<file path="src/cpiq_pkg.sv">
package cpiq_pkg;

	// fixed field widths
	localparam int TIME_BITS     = 32;
	localparam int SAMPLE_BITS   = 10;
	localparam int DEBOUNCE_BITS = 16;
	localparam int LIMIT_BITS    = 10;
	localparam int CFG_BITS      = 16;
	localparam int CODE_BITS     = 4;
	localparam int SLOTS         = 5;

	// default depth of the queue between front and back
	localparam int QUEUE_DEPTH_DEF = 2;

	// event slots, in emission order
	localparam int SLOT_UP    = 0;
	localparam int SLOT_DOWN  = 1;
	localparam int SLOT_FWD   = 2;
	localparam int SLOT_RIGHT = 3;
	localparam int SLOT_LEFT  = 4;

	typedef enum logic [1:0] {
		REG_DEBOUNCE = 2'd0,
		REG_FORWARD  = 2'd1,
		REG_RIGHT    = 2'd2,
		REG_LEFT     = 2'd3
	} cpiq_reg_t;

	typedef enum logic [CODE_BITS-1:0] {
		EV_UP_PRESSED   = 4'd0,
		EV_UP_RELEASED  = 4'd1,
		EV_DOWN_PRESSED = 4'd2,
		EV_DOWN_RELEASED = 4'd3,
		EV_FORWARD      = 4'd4,
		EV_STOP         = 4'd5,
		EV_RIGHT        = 4'd6,
		EV_NEUTRAL      = 4'd7,
		EV_LEFT         = 4'd8
	} cpiq_code_t;

	typedef struct packed {
		logic [TIME_BITS-1:0]   now_ms;
		logic                   up_level;
		logic                   down_level;
		logic [SAMPLE_BITS-1:0] forward_sample;
		logic [SAMPLE_BITS-1:0] lateral_sample;
	} cpiq_poll_t;

	typedef struct packed {
		logic [CODE_BITS-1:0] event_code;
		logic                 last_event;
	} cpiq_result_t;

	typedef struct packed {
		logic [DEBOUNCE_BITS-1:0] debounce_time;
		logic [LIMIT_BITS-1:0]    forward_limit;
		logic [LIMIT_BITS-1:0]    right_limit;
		logic [LIMIT_BITS-1:0]    left_limit;
	} cpiq_cfg_t;

	// events of one poll: which slots fire, and the new flag of each
	typedef struct packed {
		logic [SLOTS-1:0] mask;
		logic [SLOTS-1:0] val;
	} cpiq_evset_t;

	// event code of one slot given its new flag value
	function automatic logic [CODE_BITS-1:0] slot_code(input int slot, input logic val);
		cpiq_code_t c;
		c = EV_NEUTRAL;
		case (slot)
			SLOT_UP:    c = val ? EV_UP_PRESSED : EV_UP_RELEASED;
			SLOT_DOWN:  c = val ? EV_DOWN_PRESSED : EV_DOWN_RELEASED;
			SLOT_FWD:   c = val ? EV_FORWARD : EV_STOP;
			SLOT_RIGHT: c = val ? EV_RIGHT : EV_NEUTRAL;
			SLOT_LEFT:  c = val ? EV_LEFT : EV_NEUTRAL;
			default:    c = EV_NEUTRAL;
		endcase
		return c;
	endfunction

endpackage

</file>
<file path="src/control_pad_input_qualifier.sv">
// channel   | handshake         | payload
// ----------+-------------------+-------------------------------------------
// poll in   | push / full       | poll: now_ms, up_level, down_level, samples
// result    | empty / pop       | result: event_code, last_event
// config    | cfg_we            | cfg_index, cfg_data
//
// a poll is classified in the cycle of its transfer and a non-empty event set enters
// the queue at that same edge; its first event passes through the queue and the
// output register before it is shown, and the rest follow at one per cycle while
// results are popped; at most five events per poll leave the serial event emitter
// polls keep being taken while the queue of QUEUE_DEPTH event sets has room
// reset clears all qualifier state and loads the register defaults
module control_pad_input_qualifier import cpiq_pkg::*; #(
	parameter int QUEUE_DEPTH = QUEUE_DEPTH_DEF
) (
	input  logic                clk,
	input  logic                arst_n,
	input  logic                push,
	output logic                full,
	input  cpiq_poll_t          poll,
	output logic                empty,
	input  logic                pop,
	output cpiq_result_t        result,
	input  logic                cfg_we,
	input  logic [1:0]          cfg_index,
	input  logic [CFG_BITS-1:0] cfg_data
);

	cpiq_cfg_t   cfg_q;
	logic        q_full;
	logic        q_push;
	cpiq_evset_t q_wdata;
	logic        q_pop;
	logic        q_empty;
	cpiq_evset_t q_head;

	// configuration registers
	always_ff @(posedge clk or negedge arst_n) begin
		if (!arst_n) begin
			cfg_q.debounce_time <= DEBOUNCE_BITS'(50);
			cfg_q.forward_limit <= LIMIT_BITS'(256);
			cfg_q.right_limit   <= LIMIT_BITS'(256);
			cfg_q.left_limit    <= LIMIT_BITS'(768);
		end else if (cfg_we) begin
			case (cpiq_reg_t'(cfg_index))
				REG_DEBOUNCE: cfg_q.debounce_time <= cfg_data[DEBOUNCE_BITS-1:0];
				REG_FORWARD:  cfg_q.forward_limit <= cfg_data[LIMIT_BITS-1:0];
				REG_RIGHT:    cfg_q.right_limit   <= cfg_data[LIMIT_BITS-1:0];
				REG_LEFT:     cfg_q.left_limit    <= cfg_data[LIMIT_BITS-1:0];
				default: ;
			endcase
		end
	end

	cpiq_front u_front (
		.clk    (clk),
		.arst_n (arst_n),
		.push   (push),
		.full   (full),
		.poll   (poll),
		.cfg    (cfg_q),
		.q_full (q_full),
		.q_push (q_push),
		.q_data (q_wdata)
	);

	cpiq_fifo #(
		.DEPTH (QUEUE_DEPTH)
	) u_fifo (
		.clk    (clk),
		.arst_n (arst_n),
		.push   (q_push),
		.wdata  (q_wdata),
		.full   (q_full),
		.pop    (q_pop),
		.empty  (q_empty),
		.head   (q_head)
	);

	cpiq_back u_back (
		.clk     (clk),
		.arst_n  (arst_n),
		.q_empty (q_empty),
		.q_head  (q_head),
		.q_pop   (q_pop),
		.pop     (pop),
		.empty   (empty),
		.result  (result)
	);

endmodule

</file>
<file path="src/cpiq_front.sv">
module cpiq_front import cpiq_pkg::*; (
	input  logic        clk,
	input  logic        arst_n,
	input  logic        push,
	output logic        full,
	input  cpiq_poll_t  poll,
	input  cpiq_cfg_t   cfg,
	input  logic        q_full,
	output logic        q_push,
	output cpiq_evset_t q_data
);

	logic                 up_pressed_q;
	logic                 down_pressed_q;
	logic [TIME_BITS-1:0] up_chg_q;
	logic [TIME_BITS-1:0] down_chg_q;
	logic                 fwd_active_q;
	logic                 right_active_q;
	logic                 left_active_q;

	logic                 accept;
	logic [TIME_BITS-1:0] now;
	logic [TIME_BITS-1:0] up_elapsed;
	logic [TIME_BITS-1:0] down_elapsed;
	logic [TIME_BITS-1:0] deb_ext;
	logic                 up_pressed_d;
	logic                 down_pressed_d;
	logic [TIME_BITS-1:0] up_chg_d;
	logic [TIME_BITS-1:0] down_chg_d;
	logic                 up_ev;
	logic                 down_ev;
	logic                 fwd_cur;
	logic                 right_cur;
	logic                 left_cur;

	localparam int CMP_BITS = (SAMPLE_BITS > LIMIT_BITS) ? SAMPLE_BITS : LIMIT_BITS;

	assign full   = q_full;
	assign accept = push && !q_full;

	// zero time reads as one, so zero can mark no pending change
	assign now = (poll.now_ms == '0) ? TIME_BITS'(1) : poll.now_ms;

	assign up_elapsed   = now - up_chg_q;
	assign down_elapsed = now - down_chg_q;
	assign deb_ext      = TIME_BITS'(cfg.debounce_time);

	// up button debounce
	always_comb begin
		up_pressed_d = up_pressed_q;
		up_chg_d     = up_chg_q;
		up_ev        = 1'b0;
		if (up_chg_q == '0 && up_pressed_q == poll.up_level) begin
			up_chg_d = now;
		end else if (up_elapsed > deb_ext) begin
			up_chg_d = '0;
			if (up_pressed_q == poll.up_level) begin
				up_pressed_d = !poll.up_level;
				up_ev        = 1'b1;
			end
		end
	end

	// down button debounce
	always_comb begin
		down_pressed_d = down_pressed_q;
		down_chg_d     = down_chg_q;
		down_ev        = 1'b0;
		if (down_chg_q == '0 && down_pressed_q == poll.down_level) begin
			down_chg_d = now;
		end else if (down_elapsed > deb_ext) begin
			down_chg_d = '0;
			if (down_pressed_q == poll.down_level) begin
				down_pressed_d = !poll.down_level;
				down_ev        = 1'b1;
			end
		end
	end

	// joystick thresholds
	assign fwd_cur   = CMP_BITS'(poll.forward_sample) < CMP_BITS'(cfg.forward_limit);
	assign right_cur = CMP_BITS'(poll.lateral_sample) < CMP_BITS'(cfg.right_limit);
	assign left_cur  = CMP_BITS'(poll.lateral_sample) > CMP_BITS'(cfg.left_limit);

	// event set of this poll
	always_comb begin
		q_data.mask[SLOT_UP]    = up_ev;
		q_data.mask[SLOT_DOWN]  = down_ev;
		q_data.mask[SLOT_FWD]   = fwd_cur != fwd_active_q;
		q_data.mask[SLOT_RIGHT] = right_cur != right_active_q;
		q_data.mask[SLOT_LEFT]  = left_cur != left_active_q;
		q_data.val[SLOT_UP]     = up_pressed_d;
		q_data.val[SLOT_DOWN]   = down_pressed_d;
		q_data.val[SLOT_FWD]    = fwd_cur;
		q_data.val[SLOT_RIGHT]  = right_cur;
		q_data.val[SLOT_LEFT]   = left_cur;
	end

	assign q_push = accept && (q_data.mask != '0);

	// qualifier state, updated on each transfer in
	always_ff @(posedge clk or negedge arst_n) begin
		if (!arst_n) begin
			up_pressed_q   <= 1'b0;
			down_pressed_q <= 1'b0;
			up_chg_q       <= '0;
			down_chg_q     <= '0;
			fwd_active_q   <= 1'b0;
			right_active_q <= 1'b0;
			left_active_q  <= 1'b0;
		end else if (accept) begin
			up_pressed_q   <= up_pressed_d;
			down_pressed_q <= down_pressed_d;
			up_chg_q       <= up_chg_d;
			down_chg_q     <= down_chg_d;
			fwd_active_q   <= fwd_cur;
			right_active_q <= right_cur;
			left_active_q  <= left_cur;
		end
	end

endmodule

</file>
<file path="src/cpiq_fifo.sv">
module cpiq_fifo import cpiq_pkg::*; #(
	parameter int DEPTH = QUEUE_DEPTH_DEF
) (
	input  logic        clk,
	input  logic        arst_n,
	input  logic        push,
	input  cpiq_evset_t wdata,
	output logic        full,
	input  logic        pop,
	output logic        empty,
	output cpiq_evset_t head
);

	localparam int PTR_W = (DEPTH > 1) ? $clog2(DEPTH) : 1;
	localparam int CNT_W = $clog2(DEPTH + 1);

	cpiq_evset_t      mem_q [DEPTH];
	logic [PTR_W-1:0] wr_ptr_q;
	logic [PTR_W-1:0] rd_ptr_q;
	logic [CNT_W-1:0] count_q;
	logic             do_push;
	logic             do_pop;

	assign full    = count_q == CNT_W'(DEPTH);
	assign empty   = count_q == '0;
	assign head    = mem_q[rd_ptr_q];
	assign do_push = push && !full;
	assign do_pop  = pop && !empty;

	// entry storage
	always_ff @(posedge clk) begin
		if (do_push) begin
			mem_q[wr_ptr_q] <= wdata;
		end
	end

	// pointers and fill count
	always_ff @(posedge clk or negedge arst_n) begin
		if (!arst_n) begin
			wr_ptr_q <= '0;
			rd_ptr_q <= '0;
			count_q  <= '0;
		end else begin
			if (do_push) begin
				wr_ptr_q <= (wr_ptr_q == PTR_W'(DEPTH - 1)) ? '0 : wr_ptr_q + PTR_W'(1);
			end
			if (do_pop) begin
				rd_ptr_q <= (rd_ptr_q == PTR_W'(DEPTH - 1)) ? '0 : rd_ptr_q + PTR_W'(1);
			end
			if (do_push && !do_pop) begin
				count_q <= count_q + CNT_W'(1);
			end else if (do_pop && !do_push) begin
				count_q <= count_q - CNT_W'(1);
			end
		end
	end

endmodule

</file>
<file path="src/cpiq_back.sv">
module cpiq_back import cpiq_pkg::*; (
	input  logic         clk,
	input  logic         arst_n,
	input  logic         q_empty,
	input  cpiq_evset_t  q_head,
	output logic         q_pop,
	input  logic         pop,
	output logic         empty,
	output cpiq_result_t result
);

	logic [SLOTS-1:0] done_q;
	logic             out_valid_q;
	cpiq_result_t     out_q;

	logic [SLOTS-1:0] pend;
	logic [SLOTS-1:0] sel;
	logic [SLOTS-1:0] rest;
	logic             adv;
	logic             emit;
	logic             last;
	logic [CODE_BITS-1:0] code;

	// lowest pending slot of the head entry
	assign pend = q_head.mask & ~done_q;
	assign sel  = pend & (~pend + SLOTS'(1));
	assign rest = pend & ~sel;
	assign last = rest == '0;

	always_comb begin
		code = '0;
		for (int i = 0; i < SLOTS; i++) begin
			if (sel[i]) begin
				code = slot_code(i, q_head.val[i]);
			end
		end
	end

	assign adv   = !out_valid_q || pop;
	assign emit  = adv && !q_empty;
	assign q_pop = emit && last;

	// progress through the head entry
	always_ff @(posedge clk or negedge arst_n) begin
		if (!arst_n) begin
			done_q <= '0;
		end else if (emit) begin
			done_q <= last ? '0 : (done_q | sel);
		end
	end

	// output register
	always_ff @(posedge clk or negedge arst_n) begin
		if (!arst_n) begin
			out_valid_q <= 1'b0;
		end else if (adv) begin
			out_valid_q <= !q_empty;
		end
	end

	always_ff @(posedge clk) begin
		if (emit) begin
			out_q.event_code <= code;
			out_q.last_event <= last;
		end
	end

	assign empty  = !out_valid_q;
	assign result = out_q;

endmodule

</file>
<file path="config.mk">
export PLATFORM = sky130hd
export DESIGN_NAME = control_pad_input_qualifier
export DESIGN_NICKNAME = d
export VERILOG_FILES = /design/src/cpiq_pkg.sv /design/src/control_pad_input_qualifier.sv /design/src/cpiq_front.sv /design/src/cpiq_fifo.sv /design/src/cpiq_back.sv
export SDC_FILE = /design/constraint.sdc
export NUM_CORES = 1
export LEC_CHECK = 0
export BUFFER_PORTS_ARGS = -buffer_cell sky130_fd_sc_hd__buf_2
export CAP_MARGIN = 25
export CORE_AREA = 3 3 231 233
export DETAILED_ROUTE_END_ITERATION = 6
export DIE_AREA = 0 0 234 236
export GPL_TIMING_DRIVEN = 1
export PLACE_DENSITY = 0.41
export SYNTH_ARGS = -nofsm -noshare
export SYNTH_HDL_FRONTEND = slang
export SYNTH_HIERARCHICAL = 1
export SYNTH_SLANG_ARGS = --single-unit
export TNS_END_PERCENT = 10
</file>
<file path="constraint.sdc">
create_clock -name clk -period 6.6 [get_ports clk]
set_input_delay 1.32 -clock clk [delete_from_list [all_inputs] [get_ports clk]]
set_output_delay 1.32 -clock clk [all_outputs]
set_load 0.05 [all_outputs]
</file>
* Word level (Yosys, flattened, before mapping)
Memories as Yosys holds them, arrays and structs flattened.
Cells that the tools add are included.
** Storage, ports and cells
- RAM bits :: 20
- Output and inout bits :: 7
- Bits of input ports :: 77
- Memories :: 1
- Bits in registers :: 130
** Memory list
- u_fifo.mem_q :: depth 2, bits a word 10, rd ports 1, clocked after Yosys merged registers in 0, write ports 1, line cpiq_fifo.sv:17 : cpiq_evset_t mem_q [DEPTH];
** Operators by class
- Add/subtract/negate cells :: 7
- Muxes and demuxes :: 34
- Reduce and logical (&&, ||, !) cells :: 34
- Eq/ne operators :: 9
- Magnitude comparators :: 5
- Bitwise gates (word level) :: 7
** Operators by type and width (number)
- $mux W32 :: 5
- $logic_not A32 Y1 :: 3
- $gt A32 B16 Y1 :: 2
- $sub A32 B32 Y32 :: 2
- $mux W4 :: 6
- $lt A10 B10 Y1 :: 2
- $mux W1 :: 20
- $and A5 B5 Y5 :: 3
- $not A5 Y5 :: 3
- $reduce_and A2 Y1 :: 6
- $gt A10 B10 Y1 :: 1
- $logic_and A1 B1 Y1 :: 10
- $logic_not A1 Y1 :: 7
- $eq A2 B2 Y1 const B :: 3
- $reduce_bool A2 Y1 :: 3
- $add A5 B1 Y5 const B :: 1
- $logic_not A5 Y1 :: 1
- $mux W5 :: 1
- $or A5 B5 Y5 :: 1
- $reduce_bool A5 Y1 :: 1
- $logic_not A2 Y1 :: 2
- $mux W2 :: 2
- $ne A1 B1 Y1 :: 3
- $add A1 B1 Y1 const B :: 2
- 5 further kinds :: 6

* Depth between registers and ports, before layout
- Depth after elaboration :: 13
- Depth in mapped cells :: 32
- Gate-level depth less buffers :: 31

* Modules after synthesis
Netlist, hierarchy kept.
** Modules (own cells, without submodules)
- cpiq_front :: times used 1, area each 8500.7 um2, seq. area each 1726.7 um2, cells each 1100
- control_pad_input_qualifier :: times used 1, area each 1746.7 um2, seq. area each 1159.9 um2, cells each 99
- cpiq_fifo :: times used 1, area each 919.6 um2, seq. area each 700.7 um2, cells each 50
- cpiq_back :: times used 1, area each 599.3 um2, seq. area each 300.3 um2, cells each 59

* Worst setup path after synthesis
OpenSTA, ideal clock, no wires.
- Kind :: input-to-reg
- Start point :: in poll[25] (netlist bit)
- End point :: reg u_fifo.count_q[1]
- Arrival :: 6.459 ns
- Data required time :: 6.521 ns
- Stages on the path :: 27
- Path buffers :: 1
- Library setup time :: 0.079 ns
- Path slack :: 0.062 ns
- Path through :: buf_2 > nor4_1 > nand4_1 > o21bai_1 > inv_1 > ha_1 > nand3b_1 > a211oi_2 > nor2_1 > o31ai_1 > a21o_1 > a21oi_1 > xnor2_1 > ha_1 > a41o_1 > a2111oi_0 > a21oi_1 > nor4_1 > nand4_1 > or4_4 > and3_4 > o31a_1 > nand2_2 > inv_1 > ha_1 > nor2_1 > xor2_1
** On the way
- Cells in the longest elaborated chain, start to end :: 12
- Elaborated cells on any way between the ends :: 18
- Classes of those cells :: add/sub (2); order compare (2); mux (6); reduce/logical (8)
** Ends and longest elaborated chain
- from (decl) :: line control_pad_input_qualifier.sv:20 : input cpiq_poll_t poll,
- $logic_not A32 Y1 :: line cpiq_front.sv:42 : assign now = (poll.now_ms == '0) ? TIME_BITS'(1) : poll.now_ms;
- $mux W32 (*) :: line cpiq_front.sv:42
- $sub A32 B32 Y32 (*) :: line cpiq_front.sv:44 : assign up_elapsed = now - up_chg_q;
- $gt A32 B16 Y1 (*) :: line cpiq_front.sv:55 : end else if (up_elapsed > deb_ext) begin
- $mux W1 (*) :: line cpiq_front.sv:55
- $mux W1 (*) :: line cpiq_front.sv:53 : if (up_chg_q == '0 && up_pressed_q == poll.up_level) begin
- via u_front.up_ev :: line cpiq_front.sv:30 : logic up_ev;
- $reduce_bool A5 Y1 (*) :: line cpiq_front.sv:99 : assign q_push = accept && (q_data.mask != '0);
- $logic_and A1 B1 Y1 (*) :: line cpiq_front.sv:99
- via q_push :: line control_pad_input_qualifier.sv:31 : logic q_push;
- $logic_and A1 B1 Y1 (*) :: line cpiq_fifo.sv:27 : assign do_push = push && !full;
- via u_fifo.do_push :: line cpiq_fifo.sv:21 : logic do_push;
- $logic_not A1 Y1 :: line cpiq_fifo.sv:52 : end else if (do_pop && !do_push) begin
- $logic_and A1 B1 Y1 :: line cpiq_fifo.sv:52
- $reduce_bool A2 Y1 (no line)
- to (signal assigned) :: line cpiq_fifo.sv:51 : count_q <= count_q + CNT_W'(1);
- to (signal assigned) :: line cpiq_fifo.sv:53 : count_q <= count_q - CNT_W'(1);
- to (decl) :: line cpiq_fifo.sv:20 : logic [CNT_W-1:0] count_q;
The timed path passes the listed nets; every way through them passes the cells marked *.
A chain may end at the register's enable or synchronous reset.

==> results.md <==
- Status: finished, final reports clean
- FF+latch count, synth: 150
- Syn nets: 1508
- Max cap viols: 0
- Final hold violations: 0
- Die W: around 230 µm
- Grt met2 use: 0.214
- GRT Util Overall: 0.135
- Routability cong.: 0.854
- HPWL after detailed placement: 29.9 mm
- Total number of vias: 9947
- Sequential power share: 0.304
- Crit path max-delay family: compound AO/OA/AOI/OAI gates
- Clock share of power: 0.222
- Synthesized cell area: around 12000 µm²
- Avg Cell Area, Syn: 9.00 µm²
- Final Max Slew Viols: 0
- Synth area leader: dfrtp_1
- RSZ-0062 raised after global routing: true
- Buffer and inverter count on the worst path: 9
- DRC errors left: 0
- Final worst-path cycle share: 0.987
- First-pass GRT wire length: 57.9 mm
- Final wirelength: 36.9 mm
- Vias in the first global route: 10000
- Num ports: 84
- Worst hold slack: between 0.4 and 0.5 ns
- Arrival @ worst endpoint: 6.88 ns
- Crit-path slowest cell: o31a_1
- Ys async rst share: 0.833
- CTS max path bufs: 2
- Clock slew at reported path FFs: 0.06 ns
- Vias per cell: ~4.7
- Initial antenna violation count: 2
- Starting Density: 0.229
- Switching fraction of total power: 0.396
- Power density over the cells: 301 nW/µm²
- Yosys cell types: 85
- Root buffer cell: clkbuf_16
- Min-Delay Path Class: register to register
- Synth Flop Type: dfrtp_1
- Finished Core Util: 0.278
- Core Region: 51400 µm²
- Setup violators final: 0
- Initial DRT Pass Iterations: 5
- Clock sinks: 150
- Worst Path Max Fanout: 4
- Wire per inst: 17.3 µm
- Fraction of layout cells with a size suffix above 1: 0.229
- CTS tree: built
- Largest cells by area after synthesis: dfrtp_1, ha_1, edfxtp_1, a22o_1, mux2_2
- Final antenna-violating net count: 0
- Most common cell on crit path: buf_6
- WS Path Type: input pin to register
- ANT cells: 0
- Largest net degree at the start of global routing: 95
- Die area: 55200 µm²
- Clock skew: 0.00715 ns
- GR peak layer: met2
- Sw Pwr: 1.71 mW
- Pleak: 6.23 nW
- DRT iter0 DRCs: 551
- Clk_lat worst skew: 0.44 ns
- Startpoint types: input pin
- Final min period: 6.52 ns
- Synth top cells by count: inv_1, ha_1, dfrtp_1
- Area Overhead vs Synth: 21.7%
- Critical path's largest stage delay: 0.36 ns
- WP data required: 6.96 ns
- Final std cells w/o fill: 2133
- Port Buffer Count: 83
- Row cnt: between 80 and 90
- Grt met1 use: 0.188
- VDD IR-drop max: between 0.15 and 0.2 mV
- Synth top area share: 0.251
- Comb power frac: 0.474
- Yosys Warn Count: 6
- Hold Buf Count CTS: 0
- GRT overflow: 0
- Kind of end point of the critical path: register
- Placed Instance Area: 13500 µm²
- Finished Cell Area: roughly 14000 µm²
- H-tree depth: 4
- Placed insts: between 2000 and 2500
- Worst Tran Pin Value: 0.894 ns
- Max-slew headroom: 0.399
- Internal power: 2.61 mW
- M3 GR Usage: 0.0242
- Nets: approximately 1600
- Cell with the most instances after synthesis: inv_1
- Share of the yosys chip area belonging to registers: 0.330
- Fmax achieved: 0.153 GHz
- Die height: about 240 µm
- EDFF count, synth: 25
- CTS Buf Count: 17
- Post-Syn Instances: around 1300
==> flip-flops by register name, indices dropped and copies added (netlist names) <==
register and count:
cfg_q 46, u_back/done_q 5, u_back/out_valid_q 1, u_back/result 5, u_fifo/count_q 2, u_fifo/mem_q 20
u_fifo/rd_ptr_q 1, u_fifo/wr_ptr_q 1, u_front/down_chg_q 32, u_front/down_pressed_q 1, u_front/fwd_active_q 1, u_front/left_active_q 1
u_front/right_active_q 1, u_front/up_chg_q 32, u_front/up_pressed_q 1
==> through the flow <==
step	worst slack [ns]	power, mW	TNS (ns)
final	0.0839	4.31	0
after global routing	-0.250	4.66	-1.72
after CTS	0.00136	4.34	0
after detailed placement	-0.790	3.31	-15.46
after global placement	-0.797	3.30	-18.87
after floorplan	0.0618	2.68	0
==> worst register-to-register path: cells and delay by family, from the launching register on <==
family | cells | cell delay [ns]
AOI/OAI and AO/OA | 11 | 1.96
xor gates and xnor gates | 3 | 0.43
adders and majority gates | 3 | 0.78
buffers and inverters | 3 | 0.25
DFF | 1 | 0.37
and+or+nand+nor | 8 | 1.34
==> timing repair <==
| action | in CTS | in global routing |
|---|---|---|
| endpoints found under the setup margin | 22 | 23 |
| gates cloned | 0 | 0 |
| hold endpoints to repair | 0 | 0 |
| buffers inserted | 2 | 4 |
| pin swaps | 22 | 25 |
| resized for setup | 22 | 28 |
==> layer usage <==
layer / up-vias / part of all wire
met5: - / 0.00035
met1: 4787 / 0.49
li1: 4977 / -
met3: 32 / 0.031
met4: 2 / 0.022
met2: 149 / 0.46
==> kinds of logic after synthesis <==
| kind of cell | synth area share |
|---|---|
| DFF | 0.330 |
| xor gates and xnor gates | 0.0459 |
| buffers and inverters | 0.0703 |
| and+or+nand+nor | 0.158 |
| AOI/OAI and AO/OA | 0.198 |
| muxes | 0.0633 |
| adders and majority gates | 0.134 |
==> path summary, 6_finish.rpt <==
check	slack (ns)	from	cells after the start	to
max	0.08	poll[39]	35	u_fifo/count_q[1]
min	0.50	u_fifo/wr_ptr_q	1	u_fifo/wr_ptr_q
max reg2reg	1.39	u_front/down_chg_q[2]	28	u_fifo/count_q[1]
min reg2reg	0.50	u_fifo/wr_ptr_q	1	u_fifo/wr_ptr_q
max in group asynchronous	4.69	arst_n	3	u_front/up_chg_q[3]
min in group asynchronous	0.78	arst_n	1	cfg_q[2]
==> power groups by stage <==
stage                     Combinational [mW]  Sequential, mW  Clock [mW]
final                                   2.04            1.31       0.957
after global routing                    2.28            1.34        1.04
after CTS                               2.02            1.32        1.00
after detailed placement                1.98            1.33           0
after global placement                  1.97            1.33           0
after floorplan                         1.34            1.34           0
==> final cells by class <==
type | count | area (µm²)
Tap cell | 680 | 851
Timing Repair Buffer | 188 | 1290
Sequential cell | 150 | 3890
Clock inverter | 13 | 130
Fill cell | 5546 | 37100
Multi-Input combinational cell | 953 | 7240
Inverter | 130 | 488
Clock buffer | 19 | 433
==> placed cells by master, fill, tap and decap left out, types with 16 or more instances in the layout <==
cell type  netlist  routed
inv_1          129     126
ha_1           121     119
dfrtp_1        118     118
buf_4            9      98
a21oi_1         93      89
nand2_1         83      82
nor2_1          84      82
buf_2           10      79
a22o_1          64      64
o21ai_0         55      51
mux2_2          49      49
nand4_1         32      32
xnor2_1         32      32
nor4_1          34      28
xor2_1          26      26
a21o_1          26      26
edfxtp_1        25      25
nand3_1         21      21
nor3_1          20      19
clkbuf_16        0      17
nor2b_1         16      16
Note: power is estimated with default switching activity, not from simulation.
